**src/rtl/smc_pkg.sv**
```systemverilog
`timescale 1ns / 1ps
// ----------------------------------------------------------------------------
// smc_pkg
// Shared types, register codes and a saturation helper for the sliding mode
// control step unit.
// ----------------------------------------------------------------------------
package smc_pkg;

  localparam int DATA_W        = 32;
  localparam int COEF_W        = 31;
  localparam int PROD_W        = 64;
  localparam int CFG_IDX_W     = 3;
  localparam int FRAC_BITS_DEF = 16;

  localparam logic signed [PROD_W-1:0] WIDE_MAX = 64'sd2147483647;
  localparam logic signed [PROD_W-1:0] WIDE_MIN = -64'sd2147483648;
  localparam logic signed [DATA_W-1:0] DATA_MAX = 32'sh7fffffff;
  localparam logic signed [DATA_W-1:0] DATA_MIN = 32'sh80000000;

  typedef enum logic [CFG_IDX_W-1:0] {
    REG_LAMBDA,
    REG_LINEAR_GAIN,
    REG_SWITCH_GAIN,
    REG_BOUNDARY_INV,
    REG_GAIN_INV,
    REG_OUTPUT_LIMIT
  } cfg_reg_t;

  typedef struct packed {
    logic        [COEF_W-1:0] lambda;
    logic        [COEF_W-1:0] linear_gain;
    logic        [COEF_W-1:0] switch_gain;
    logic        [COEF_W-1:0] boundary_inverse;
    logic signed [DATA_W-1:0] gain_recip;
    logic        [COEF_W-1:0] output_limit;
  } smc_cfg_t;

  typedef struct packed {
    logic                     valid;
    logic signed [DATA_W-1:0] surface;
    logic signed [DATA_W-1:0] lambda_rate;
    logic signed [DATA_W:0]   accel_diff;
  } smc_surf_t;

  typedef struct packed {
    logic                     valid;
    logic signed [DATA_W-1:0] sum;
    logic signed [DATA_W-1:0] surface;
  } smc_sum_t;

  function automatic logic signed [DATA_W-1:0] sat32(input logic signed [PROD_W-1:0] v);
    if (v > WIDE_MAX) begin
      sat32 = DATA_MAX;
    end else if (v < WIDE_MIN) begin
      sat32 = DATA_MIN;
    end else begin
      sat32 = v[DATA_W-1:0];
    end
  endfunction

endpackage

```
**src/rtl/smc_drive.sv**
```systemverilog
`timescale 1ns / 1ps
// ----------------------------------------------------------------------------
// smc_drive
// Two stages: gain product, then saturation, drive limit and output register.
// ----------------------------------------------------------------------------
module smc_drive
  import smc_pkg::*;
#(
  parameter int FRAC_BITS = FRAC_BITS_DEF
) (
  input  logic                     clk,
  input  logic                     rst,
  input  smc_sum_t                 in,
  input  smc_cfg_t                 cfg,
  output logic                     done,
  output logic signed [DATA_W-1:0] drive,
  output logic signed [DATA_W-1:0] surface
);

  logic                     v8;
  logic signed [PROD_W-1:0] prod8;
  logic signed [DATA_W-1:0] surf8;

  logic signed [DATA_W-1:0] drive_sat;
  logic signed [DATA_W-1:0] drive_next;
  logic signed [DATA_W-1:0] limit_s;

  assign drive_sat = sat32(prod8 >>> FRAC_BITS);
  assign limit_s   = $signed({1'b0, cfg.output_limit});

  always_comb begin
    priority if (limit_s == '0) begin
      drive_next = drive_sat;
    end else if (drive_sat > limit_s) begin
      drive_next = limit_s;
    end else if (drive_sat < -limit_s) begin
      drive_next = -limit_s;
    end else begin
      drive_next = drive_sat;
    end
  end

  always_ff @(posedge clk) begin
    if (rst) begin
      v8   <= 1'b0;
      done <= 1'b0;
    end else begin
      v8   <= in.valid;
      done <= v8;
    end
  end

  always_ff @(posedge clk) begin
    prod8   <= PROD_W'(in.sum) * PROD_W'(cfg.gain_recip);
    surf8   <= in.surface;
    drive   <= drive_next;
    surface <= surf8;
  end

  a_drive_limit: assert property (@(posedge clk) disable iff (rst)
    done |-> ($past(limit_s) == '0
              || (drive <= $past(limit_s) && drive >= -$past(limit_s))))
    else $error("drive outside the configured limit");

endmodule

```
**config.mk**
```make
export PLATFORM = sky130hd
export DESIGN_NAME = smc_drive
export DESIGN_NICKNAME = d
export VERILOG_FILES = /design/src/rtl/smc_pkg.sv /design/src/rtl/smc_drive.sv
export SDC_FILE = /design/constraint.sdc
export NUM_CORES = 2
export LEC_CHECK = 0
export ABC_AREA = 1
export BUFFER_PORTS_ARGS = -buffer_cell sky130_fd_sc_hd__buf_2
export CAP_MARGIN = 15
export CORE_MARGIN = 2
export CORE_UTILIZATION = 40
export CTS_BUF_LIST = sky130_fd_sc_hd__clkbuf_2
export DETAILED_ROUTE_END_ITERATION = 6
export SKIP_LAST_GASP = 1
export SLEW_MARGIN = 5
export SYNTH_ARGS = -nofsm -noshare
export SYNTH_HDL_FRONTEND = slang
export SYNTH_SLANG_ARGS = --single-unit
```
**constraint.sdc**
```tcl
create_clock -name clk -period 8.94 [get_ports clk]
set_input_delay 1.341 -clock clk [delete_from_list [all_inputs] [get_ports clk]]
set_output_delay 1.341 -clock clk [all_outputs]
set_load 0.02 [all_outputs]
```
# Yosys cells after proc, flatten, opt, wreduce, memory -nomap -nowiden
# Index checks and enable logic that the tools add are counted.
# W data, S select, Z words.
# word_totals
out_inout_bits	65
regBits	162
# classes
order_cmp	4
n_mul	1
addsub	1
reduce_logical	1
n_mux	5
# ops
operator	count
$mux W32	5
$mul A32 B32 Y64	1
$gt A48 B32 Y1 const B	1
$lt A48 B32 Y1 const B	1
$gt A32 B32 Y1	1
$logic_not A32 Y1	1
$lt A32 B32 Y1	1
$neg A31 Y32	1

# Longest topological paths before layout
# logic_depth
word_depth	7
mapped_depth	31
depth_no_buf	30

# Least setup slack after synthesis
# Ideal clock, no wire load.
# synth_timing
path_type	input port to flip-flop
start	input in[63] (netlist name)
end	register prod8[63]
arrival_time_ps	7936
path_stages	28
path_slack_ps	891
path_cell_list	clkbuf_1 > nand2_1 > inv_1 > fa_1 > inv_1 > fa_1 > inv_1 > fa_1 > fa_1 > inv_1 > fa_1 > inv_1 > fa_1 > inv_1 > fa_1 > inv_1 > fa_1 > ha_1 > a21oi_1 > inv_1 > a31oi_1 > o21ai_0 > nand2_1 > nand4_1 > a21oi_1 > nand2_1 > nand2_1 > nand2_1
# synth_between
elab_chain_len	1
# synth_rtl
element	line	rtl
start, declared	smc_drive.sv:13	input smc_sum_t in,
$mul A32 B32 Y64	smc_drive.sv:54	prod8 <= PROD_W'(in.sum) * PROD_W'(cfg.gain_recip);
end signal, assigned	smc_drive.sv:54	
end, declared	smc_drive.sv:21	logic signed [PROD_W-1:0] prod8;
# Every way passes these cells.
# A chain may end at the register's enable or synchronous reset.

# Final worst setup path
# layout_timing
start	input cfg[45] (netlist name)
end	register prod8[61]
# layout_between
elab_chain_len	1
# layout_rtl
element	line	rtl
start, declared	smc_drive.sv:14	input smc_cfg_t cfg,
$mul A32 B32 Y64	smc_drive.sv:54	
# Every way passes these cells.

==> qor.json <==
{
  "run_status": "finished clean",
  "grt_max_degree": 34,
  "timing.final.crit_period_ns": 7.67,
  "die_width_um": 337,
  "coreArea_um2": 110000,
  "hold_violations": 0,
  "cp_top_family": "adder cells",
  "final.setup_skew_ns": 0.0291,
  "tritoncts_num_sinks": 146,
  "clock_latency_on_the_worst_skew_pair_ns": 0.81,
  "setup_repair_after_global_routing_missed_its_margin": "no",
  "synthCells": 5628,
  "gp_congestion": 0.914,
  "route.vias.total": 34100,
  "synth_sequential_area_ratio_pct": 6.59,
  "num-nets-final": 7310,
  "fp-row-count": 122,
  "reg2reg_depth": 21,
  "hold_buffers": 0,
  "worstPathBufferInverterCount": 8,
  "clock_tree_from_tritoncts": "done",
  "max_stage_delay_ns": 0.65,
  "drt-vias-per-instance": 4.71,
  "cts_made_buffers": 17,
  "finalSetupViolations": 0,
  "slew_headroom_pct": 37.7,
  "clock_tree.root_cell": "clkbuf_2",
  "htree_levels": 4,
  "die-height_um": 337,
  "grt_pass1_vias": 37100,
  "timing.critical_path.depth": 25,
  "cp_max_fo": 32,
  "setup_total_negative_slack_ns": 0,
  "worstReg2RegStart": "prod8[63]",
  "worst_setup_hold_path_clk_slew_ns": 0.24,
  "ioPinCount": 319,
  "critical_path.startpoint_type": "input port",
  "cts.repair_timing.setup_buffer_count": 0,
  "synth_cell_type_count": 40,
  "cap_viol_max_count": 0,
  "final_max_slew_viol_count": 0,
  "path_class": "in -> reg",
  "top_post_synthesis_cells_by_area": "fa_1 (49%), inv_1 (15%), nand2_1 (12%)",
  "dominantRegCellSynth": "dfxtp_1",
  "setup.worst_path.start": "cfg[45]",
  "synthTopCellsByCount": "inv_1 (1,733), nand2_1 (1,461), fa_1 (1,081)",
  "drt_pre_antenna_iters": 6,
  "start_util_pct": 40.2,
  "first_iter_violations": 1996,
  "fmax_mhz": 130,
  "ctsResizeCount": 0,
  "grt-ovfl-total": 0,
  "yosys_warnings": 0,
  "area_of_the_mapped_netlist_um2": 44400,
  "asyncSetResetFlopFracSynth_pct": 0,
  "worst-endpoint-arrival_ns": 8.43,
  "dpl.hpwl_um": 106000,
  "critPathMostFrequentCell": "fa_1",
  "layout-drive-gt1-share_pct": 6.13,
  "route.antenna.remaining_nets": 0,
  "yosys.cell_count.top_type": "inv_1",
  "port_buffers": 194,
  "yosysTopAreaCell": "fa_1",
  "worst_pin_slew_ns": 0.934,
  "postSynthAreaPerCell_um2": 7.89,
  "grt_antenna_before_repair": 6,
  "worst_hold_path.num_cells": 0,
  "post_synth_edffs": 0,
  "worstHoldPathType": "reg -> reg",
  "die-area_um2": 114000,
  "drcViolationCount": 0,
  "cp_data_required_time_ns": 9.70,
  "area_delta_synth_final_pct": 7.09,
  "postRouteWirelength_um": 120000,
  "worstSetupEndpointType": "register",
  "worst_path_max_delay_cell": "buf_2",
  "synth-seq-cells": 146,
  "share_of_the_synthesized_area_in_the_top_cell_type_pct": 48.8,
  "clockBufferDepth": 2,
  "grt_first_pass_wirelength_um": 200000,
  "synth_nets": 7206,
  "hold_path_startpoint": "surf8[0]",
  "min_period_over_period_pct": 85.8,
  "tot_gr_track_use_pct": 22.3,
  "drt-wirelength-per-cell_um": 16.6
}
==> state kept, by name (all words and copies together) (netlist names) <==
name     flops
prod8       48
v8           1
surf8       32
drive       32
done         1
surface     32
==> cell usage in the layout, fill, tap and decap left out, types with 17 or more instances in the layout <==
cell type	n
fa_1	1081
dfxtp_1	146
nand2_1	1461
nor2_1	250
nand3_1	76
a21oi_1	127
nand4_1	46
ha_1	243
buf_2	194
xor2_1	58
o21ai_0	65
buf_4	100
clkbuf_2	17
inv_1	1733
==> worst paths after layout <==
check	end	slack [ns]
min	surface[0]	0.32
min reg2reg	surface[0]	0.32
max	prod8[61]	1.27
max reg2reg	drive[2]	4.00
==> final cells by class <==
cell class,count,area (um2)
clock buffer,17,85.1
inverter,1738,6520
antenna,6,15.0
fill,11200,62800
tap,1488,1860
multi-input combinational,3529,34100
timing repair buffer,300,1840
clock inverter,15,171
sequential,146,2920
==> per-layer routing <==
layer  up-vias  wire length (um)  global-route usage (%)  part of all wire, %
met5         -                11                       0               0.0092
met4         2              2530                    4.87                  2.1
met3       158              5630                    1.93                  4.7
met2       905             59800                    39.3                   50
met1     17100             52200                    29.9                   43
li1      15900                 -                       -                    -
==> per-stage QoR <==
stage                     utilization (%)  setup WS, ns  hold slack (ns)  cells  cell area, um2
after floorplan                         -         0.891            0.310   5628           44400
after global placement               42.8         0.514            0.310   7201           47300
after detailed placement             42.8         0.445            0.312   7201           47300
after CTS                            43.0          1.36            0.316   7233           47500
after global routing                 43.1         0.871            0.331   7238           47500
final                                43.1          1.27            0.321   7239           47500
==> kinds of logic (layout without fill, tap and decap cells) <==
family	count (synthesis)	count (layout)	share of synthesized area, %
fa+ha+maj	1324	1324	55.6
simple gates	1884	1884	16.7
compound gates	253	253	3.15
flops	146	146	6.59
xor+xnor	68	68	1.34
buf+inv	1953	2070	16.6
other cells	0	6	0
Power is left out: the tool's default activity adds up to more than one toggle a clock period on the data nets, which glitch-free logic cannot reach.
