`src/rtl/smc_pkg.sv`:
```
`timescale 1ns / 1ps
// ----------------------------------------------------------------------------
// smc_pkg
// Shared types, register codes and a saturation helper for the sliding mode
// control step unit.
// ----------------------------------------------------------------------------
package smc_pkg;

  localparam int DATA_W        = 32;
  localparam int COEF_W        = 31;
  localparam int PROD_W        = 64;
  localparam int CFG_IDX_W     = 3;
  localparam int FRAC_BITS_DEF = 16;

  localparam logic signed [PROD_W-1:0] WIDE_MAX = 64'sd2147483647;
  localparam logic signed [PROD_W-1:0] WIDE_MIN = -64'sd2147483648;
  localparam logic signed [DATA_W-1:0] DATA_MAX = 32'sh7fffffff;
  localparam logic signed [DATA_W-1:0] DATA_MIN = 32'sh80000000;

  typedef enum logic [CFG_IDX_W-1:0] {
    REG_LAMBDA,
    REG_LINEAR_GAIN,
    REG_SWITCH_GAIN,
    REG_BOUNDARY_INV,
    REG_GAIN_INV,
    REG_OUTPUT_LIMIT
  } cfg_reg_t;

  typedef struct packed {
    logic        [COEF_W-1:0] lambda;
    logic        [COEF_W-1:0] linear_gain;
    logic        [COEF_W-1:0] switch_gain;
    logic        [COEF_W-1:0] boundary_inverse;
    logic signed [DATA_W-1:0] gain_recip;
    logic        [COEF_W-1:0] output_limit;
  } smc_cfg_t;

  typedef struct packed {
    logic                     valid;
    logic signed [DATA_W-1:0] surface;
    logic signed [DATA_W-1:0] lambda_rate;
    logic signed [DATA_W:0]   accel_diff;
  } smc_surf_t;

  typedef struct packed {
    logic                     valid;
    logic signed [DATA_W-1:0] sum;
    logic signed [DATA_W-1:0] surface;
  } smc_sum_t;

  function automatic logic signed [DATA_W-1:0] sat32(input logic signed [PROD_W-1:0] v);
    if (v > WIDE_MAX) begin
      sat32 = DATA_MAX;
    end else if (v < WIDE_MIN) begin
      sat32 = DATA_MIN;
    end else begin
      sat32 = v[DATA_W-1:0];
    end
  endfunction

endpackage

```
`src/rtl/smc_config.sv`:
```
`timescale 1ns / 1ps
// ----------------------------------------------------------------------------
// smc_config
// Coefficient register file written through the plain configuration port.
// ----------------------------------------------------------------------------
module smc_config
  import smc_pkg::*;
#(
  parameter int FRAC_BITS = FRAC_BITS_DEF
) (
  input  logic                 clk,
  input  logic                 rst,
  input  logic                 cfg_we,
  input  logic [CFG_IDX_W-1:0] cfg_index,
  input  logic [DATA_W-1:0]    cfg_data,
  output smc_cfg_t             cfg
);

  localparam logic [COEF_W-1:0] ONE_COEF = COEF_W'(64'd1 << FRAC_BITS);
  localparam logic [DATA_W-1:0] ONE_DATA = DATA_W'(64'd1 << FRAC_BITS);

  always_ff @(posedge clk) begin
    if (rst) begin
      cfg.lambda           <= ONE_COEF;
      cfg.linear_gain      <= '0;
      cfg.switch_gain      <= ONE_COEF;
      cfg.boundary_inverse <= ONE_COEF;
      cfg.gain_recip       <= ONE_DATA;
      cfg.output_limit     <= '0;
    end else if (cfg_we) begin
      unique case (cfg_reg_t'(cfg_index))
        REG_LAMBDA:       cfg.lambda           <= cfg_data[COEF_W-1:0];
        REG_LINEAR_GAIN:  cfg.linear_gain      <= cfg_data[COEF_W-1:0];
        REG_SWITCH_GAIN:  cfg.switch_gain      <= cfg_data[COEF_W-1:0];
        REG_BOUNDARY_INV: cfg.boundary_inverse <= cfg_data[COEF_W-1:0];
        REG_GAIN_INV:     cfg.gain_recip       <= cfg_data;
        REG_OUTPUT_LIMIT: cfg.output_limit     <= cfg_data[COEF_W-1:0];
        default: ;
      endcase
    end
  end

endmodule

```
`config.mk`:
```
export PLATFORM = sky130hd
export DESIGN_NAME = smc_config
export DESIGN_NICKNAME = d
export VERILOG_FILES = /design/src/rtl/smc_pkg.sv /design/src/rtl/smc_config.sv
export SDC_FILE = /design/constraint.sdc
export NUM_CORES = 1
export LEC_CHECK = 0
export BUFFER_PORTS_ARGS = -buffer_cell sky130_fd_sc_hd__buf_2
export CAP_MARGIN = 20
export CORE_MARGIN = 1
export CORE_UTILIZATION = 30
export CTS_CLUSTER_SIZE = 28
export DETAILED_ROUTE_END_ITERATION = 6
export PLACE_DENSITY = 0.6
export SKIP_LAST_GASP = 1
export SYNTH_ARGS = -nofsm -noshare
export SYNTH_HDL_FRONTEND = slang
export SYNTH_SLANG_ARGS = --single-unit
```
`constraint.sdc`:
```
create_clock -name clk -period 1.4 [get_ports clk]
set_clock_uncertainty 0.15 [all_clocks]
set_input_delay 0.14 -clock clk [delete_from_list [all_inputs] [get_ports clk]]
set_output_delay 0.14 -clock clk [all_outputs]
set_load 0.05 [all_outputs]
```
# Word level (Yosys, flattened, before mapping)
# Cells that the tools add are included.
# op_classes
add_sub_neg	0
mul	0
n_div	0
order_cmp	0
n_eq_ne	5
shifts	0
n_mux	0
bitwise	0
n_reduce_logical	7
# op_table
operator	n
AND reduction 2 bit	6
equality test 3 x 2 -> 1 bit, second input constant	2
equality test 3 bit, second input constant	2
equality test 3 x 1 -> 1 bit, second input constant	1
logical NOT 3 bit	1
# totals
register_bits	187
latchBits	0
ram_bits	0
rom_bits	0
mem_count	0

# Logic depth before layout (Yosys ltp)
# Gate-level depths: netlist (run 1).
# logic_depth
ltp_word	2
depth_mapped	5
ltp_nobuf	2

# Worst setup path before layout (run 1)
# Ideal clock, no wire load.
# synth_timing
path_kind	in2reg
start	input cfg_index[0]
end	register cfg[177] (netlist bit)
arrival_time_ns	1.141
required_time_ns	1.126
slack_ns	-0.015
cell_stages	5
cell_sequence	buf_6 or4b_1 buf_2 buf_6 mux2i_1
# synth_via
elab_chain_len	2
# synth_lines
element	line_no	rtl
from (decl)	smc_config.sv:14	input logic [CFG_IDX_W-1:0] cfg_index,
logical NOT 3 bit	smc_config.sv:31	unique case (cfg_reg_t'(cfg_index))
AND reduction 2 bit (no line)	-	
to (decl)	smc_config.sv:16	output smc_cfg_t cfg
# No other way between the ends.
# A chain may end at the register's enable or synchronous reset.

# Worst setup path in the final report (run 1)
# layout_timing
start	register cfg[69] (netlist bit)
end	output cfg[69] (netlist bit)
# No word-level cell between the ends.

==> flow_summary_export.csv, run 1 <==
group,metric,value,unit
cts,clkTransAtPathRegs,0.08,ns
status,status,"completed",
global_routing,track_usage,0.160,
yosys,postSynthCellCount,651,
sta,rsz0062_at_grt,"false",
worst_setup_path,critPathTopFamily,"flip-flops",
route,drt_first_pass_iters,6,
cts,cts_tree,"yes",
layout,regMostFlops,"cfg",
sta,max_freq,741,MHz
global_routing,first_global_vias,5283,
sta,setup_violations,0,
yosys,synth_area,7290,um2
worst_setup_path,crit_chain,"buf_2",
route,wl_per_cell,16.0,um
route,drt_iter0_drc,208,
sta,max_slew_margin,0.748,
route,post_drt_via_cell_ratio,4.30,
min_path,hold_path.class,"in2reg",
sta,worst_pin_slew,0.378,ns
layout,reg_top3,"cfg (187)",
worst_setup_path,cp_slowest_cell,"dfxtp_1",
worst_setup_path,critPathBufInv,1,
global_routing,grt_max_degree,37,
worst_setup_path,path_max_fanout,2,
worst_setup_path,path_class,"reg2out",
global_routing,antenna_found_initial,1,
yosys,synthDominantCellAreaShare,0.513,
cts,ctsHtreeMaxLevel,4,
yosys,synth.area.top_cells,"dfxtp_1, mux2i_1, nand2b_1",
pwr,ir_worst_vdd,548,uV
cts,clockRootBuffer,"clkbuf_16",
cts,clk_latency,0.43,ns
yosys,synth_fp_nets,689,
cts,cts.sink_count,187,
die,die_y,158,um
global_routing,grt_overflow,0,
sta,period_share,0.964,
place,gp_congestion,0.720,
layout,layout-drive-gt1-share,0.319,
yosys,synth_warnings,0,
worst_setup_path,cp-end-kind,"output pin",
yosys,synth_area_leader_cell,"dfxtp_1",
die,std_cell_rows,56,
yosys,ys_types,13,
die,ios,225,
route,wl,19800,um
job,max_cap_violations,0,
layout,syn2layout_area_growth,35.9,%
route,drtAntennaViolNets,0,
place,dpl.hpwl,13400,um
cts,cts_max_path_buffers,2,
route,vias,5328,
sta,drv_slew,0,
die,start_util,0.308,
pwr,pwr_density_cell,1170,nW/um2
sta,fin_setup_tns,0,ns
die,die_w,158,um
die,core_area,23700,um2
global_routing,busiest_layer,"met2",
cts,cts-buffers-inserted,17,
pwr,finalPower,11600,uW
worst_setup_path,worstPathArrival,1.06,ns
global_routing,use_met2,0.261,
global_routing,grt.met1_usage,0.198,
global_routing,grt_use_met3,0.0539,
sta,final_hold_viol_count,0,
route,drc_errors,0,
layout,final_nets,944,
yosys,ys_seq_elements,187,
worst_setup_path,start_kind,"flip-flop",
sta,finalWorstSetupSlack,0.0504,ns
place,numPortBuffers,224,
global_routing,grt_pass1_wl,30000,um
layout,largest_reg_flops,187,
yosys,synth_seq_area_share,0.513,
yosys,syn_area_per_cell,11.2,um2
layout,final_cell_mix,"nand2b_1, buf_2, mux2i_1, dfxtp_1, dlygate4sd3_1",
worst_setup_path,required,1.11,ns
die,die_area,24900,um2
sta,layout_min_cycle_time,1.35,ns
pwr,leakagePower,0.00517,uW
worst_setup_path,cpPeakStageDelay,0.35,ns
place,dp_worst_setup_slack,-0.0758,ns
layout,final_common_cell,"nand2b_1",
kinds of logic (layout without fill, tap and decap cells):
family,count (synthesis),after routing,share of synthesized area
DFF,187,187,0.513
other,0,1,0
buffers and inverters,48,316,0.0307
muxes,187,187,0.257
and+or+nand+nor,229,229,0.199
worst paths after layout:
check	from	to	slack, ns	depth (start not counted)
worst min register to register	cfg[155]	cfg[155]	0.32	2
worst max register to register	cfg[68]	cfg[68]	0.63	2
worst max-delay path	cfg[69]	cfg[69]	0.05	1
worst min-delay path	cfg_data[9]	cfg[40]	0.01	3
stage by stage:
step	instances	utilization	instance area, um2	hold WS, ns
after detailed placement	1178	0.381	9030	0.266
final	1239	0.419	9910	0.0146
after CTS	1238	0.417	9880	0.00454
after floorplan	651	-	7300	0.145
after global routing	1239	0.419	9910	0.0145
after global placement	1178	0.381	9030	0.265
routing by layer:
metal  vias up  wire length [um]
met5         -                 0
met4         0               162
met3        10              1320
met2       147              9180
met1      2501              9190
li1       2670                 -
report_power, final:
group / internal, uW / switching [uW]
Combinational: 468 / 813
Clock: 2380 / 2410
Sequential: 5430 / 57.4
synthesized netlist by cell type:
cell type	instances
nand2b_1	215
dfxtp_1	187
mux2i_1	187
clkbuf_1	27
buf_2	17
nor2_1	5
nand4bb_1	3
buf_4	2
buf_6	2
nand4b_1	2
nor4bb_1	2
nor4b_1	1
or4b_1	1
repair_timing:
action / 4_1_cts / 5_1_grt
setup endpoints to repair: 0 / 10
hold endpoints to repair: 121 / 0
hold buffers: 28 / 0
gates resized for setup: 0 / 10
setup buffers: 0 / 0
area by class of cell:
class | count | area, um2
sequential | 187 | 3740
clock inverter | 15 | 150
multi-input combinational | 416 | 3380
timing repair buffer | 284 | 1810
antenna | 1 | 2.50
tap | 319 | 399
fill | 2348 | 13800
clock buffer | 17 | 425
tightest hold or removal path, delay by kind of cell:
family,cells,cell delay [ns]
mux,1,0.18
simple gates,1,0.17
buf+inv,1,0.07
No activity file was read; power rests on OpenSTA's default activity.
==> run 2: changes to the inputs <==
- GPL_TIMING_DRIVEN: default -> 0
- PLACE_DENSITY: 0.6 -> 0.59
- clock period: 1.4 -> 1.25 ns (I/O delays scaled with it)
==> flow_summary_export.csv, run 2 (synthesis results as in run 1) <==
group,metric,value,unit
status,status,"finished, violations left",
status,violations,"negative hold slack",
die,start_util,0.308,
cts,clk_latency,0.42,ns
min_path,hold_path.class,"in2reg",
global_routing,first_global_vias,5576,
cts,cts_max_path_buffers,2,
worst_setup_path,worstPathArrival,0.95,ns
worst_setup_path,critPathTopFamily,"flip-flops",
route,post_drt_via_cell_ratio,4.44,
layout,final_common_cell,"nand2b_1",
layout,final_cell_mix,"nand2b_1, mux2i_1, dfxtp_2, buf_6, buf_2",
layout,n_fill_cell,2220,
sta,hold-worst-slack,-0.123,ns
route,wl,23100,um
layout,reg_top3,"cfg (187)",
pwr,clkPwrFrac,0.412,
route,drt_iter0_drc,142,
die,ios,225,
place,numPortBuffers,221,
cts,cts.sink_count,187,
layout,postLayoutCellArea,11300,um2
global_routing,grt_max_degree,19,
sta,drv_slew,0,
worst_setup_path,critPathBufInv,1,
layout,largest_reg_flops,187,
layout,final_nets,967,
die,die_y,158,um
global_routing,antenna_found_initial,1,
worst_setup_path,cp_slowest_cell,"dfxtp_2",
pwr,ir_worst_vdd,693,uV
global_routing,grt_overflow,0,
route,drt_first_pass_iters,4,
layout,regMostFlops,"cfg",
pwr,p_int,9590,uW
die,std_cell_rows,56,
route,vias,5593,
pwr,pwr_density_cell,1170,nW/um2
worst_setup_path,cpPeakStageDelay,0.36,ns
sta,rsz0062_at_grt,"true",
worst_setup_path,cp-end-kind,"output pin",
worst_setup_path,path_class,"reg2out",
sta,worst_pin_slew,0.596,ns
pwr,p_switching,3700,uW
global_routing,track_usage,0.184,
sta,period_share,0.979,
sta,max_slew_margin,0.602,
cts,clkTransAtPathRegs,0.08,ns
sta,setup_violations,0,
sta,final_hold_viol_count,5,
die,die_w,158,um
pwr,pwr-share-comb,0.121,
pwr,power_frac_seq,0.467,
sta,layout_min_cycle_time,1.22,ns
worst_setup_path,required,0.98,ns
cts,clockRootBuffer,"clkbuf_16",
global_routing,grt_pass1_wl,33600,um
place,gp_congestion,0.733,
pwr,leakagePower,0.00537,uW
place,dpl.hpwl,15300,um
route,drc_errors,0,
cts,cts_tree,"yes",
place,placed_area,8840,um2
pwr,swShare,0.278,
cts,postCtsHoldBufs,31,
layout,diodes,0,
layout,syn2layout_area_growth,55.1,%
worst_setup_path,path_max_fanout,2,
sta,max_freq,817,MHz
job,max_cap_violations,0,
cts,ctsHtreeMaxLevel,4,
sta,fin_setup_tns,0,ns
worst_setup_path,start_kind,"flip-flop",
layout,layout-drive-gt1-share,0.501,
worst_setup_path,crit_chain,"buf_8",
die,die_area,24900,um2
route,drtAntennaViolNets,0,
die,core_area,23700,um2
route,wl_per_cell,18.3,um
cts,cts-buffers-inserted,17,
## run 2: cell types whose count changed in the layout (fill, tap and decap cells not counted), moves of 5 or more
cell	previous run	this run
buf_6	0	155
buf_12	11	0
dfxtp_1	187	2
dfxtp_2	0	184
clkbuf_1	0	22
buf_2	213	47
buf_4	22	10
clkbuf_2	0	5
buf_8	0	37
clkbuf_4	10	0
## run 2: timing repair
item                                    CTS  global route
setup buffers                             0             7
hold endpoints to repair                165             5
endpoints found under the setup margin  247           121
resized for setup                       505            95
gates cloned                              0             0
## run 2: path summary, 6_finish.rpt
check	cells after the start	startpoint	to	slack, ns
setup / recovery	1	cfg[161]	cfg[161]	0.03
hold / removal	3	cfg_index[0]	cfg[61]	-0.12
setup reg to reg	3	cfg[35]	cfg[35]	0.39
hold reg to reg	2	cfg[157]	cfg[157]	0.33
## run 2: routing by layer
metal | share of wire | track usage | up-vias
li1 | - | - | 2712
met1 | 0.45 | 0.226 | 2708
met2 | 0.47 | 0.305 | 152
met3 | 0.068 | 0.0643 | 19
met4 | 0.012 | 0.0495 | 2
met5 | 0.00056 | 0 | -
## run 2: per-stage QoR
stage | util | total power [uW] | std cells | hold WS (ns) | setup WS, ns
4_1_cts | 0.467 | 13400 | 1254 | -0.147 | -0.00106
2_1_floorplan | - | 7230 | 651 | 0.130 | -0.110
3_3_place_gp | 0.373 | 7630 | 1191 | 0.257 | -0.608
3_5_place_dp | 0.373 | 7640 | 1191 | 0.262 | -0.630
6_report | 0.478 | 13300 | 1261 | -0.123 | 0.0257
5_1_grt | 0.478 | 13800 | 1261 | -0.125 | -0.0160
## run 2: power groups by stage
| stage | Sequential [uW] | Clock (uW) | Combinational (uW) |
|---|---|---|---|
| after floorplan | 6740 | 0 | 484 |
| final | 6210 | 5480 | 1600 |
| after global routing | 6220 | 5860 | 1680 |
| after global placement | 6290 | 0 | 1350 |
| after detailed placement | 6290 | 0 | 1350 |
| after CTS | 6200 | 5620 | 1590 |
## run 2: cell type report
cell class                 count  area, um2  area share
tap                          319        399      0.0353
clock buffer                  17        425      0.0376
timing repair buffer         259       2770       0.244
clock inverter                15        154      0.0136
multi-input combinational    416       3330       0.294
buffer                        48        263      0.0232
sequential                   187       3980       0.352
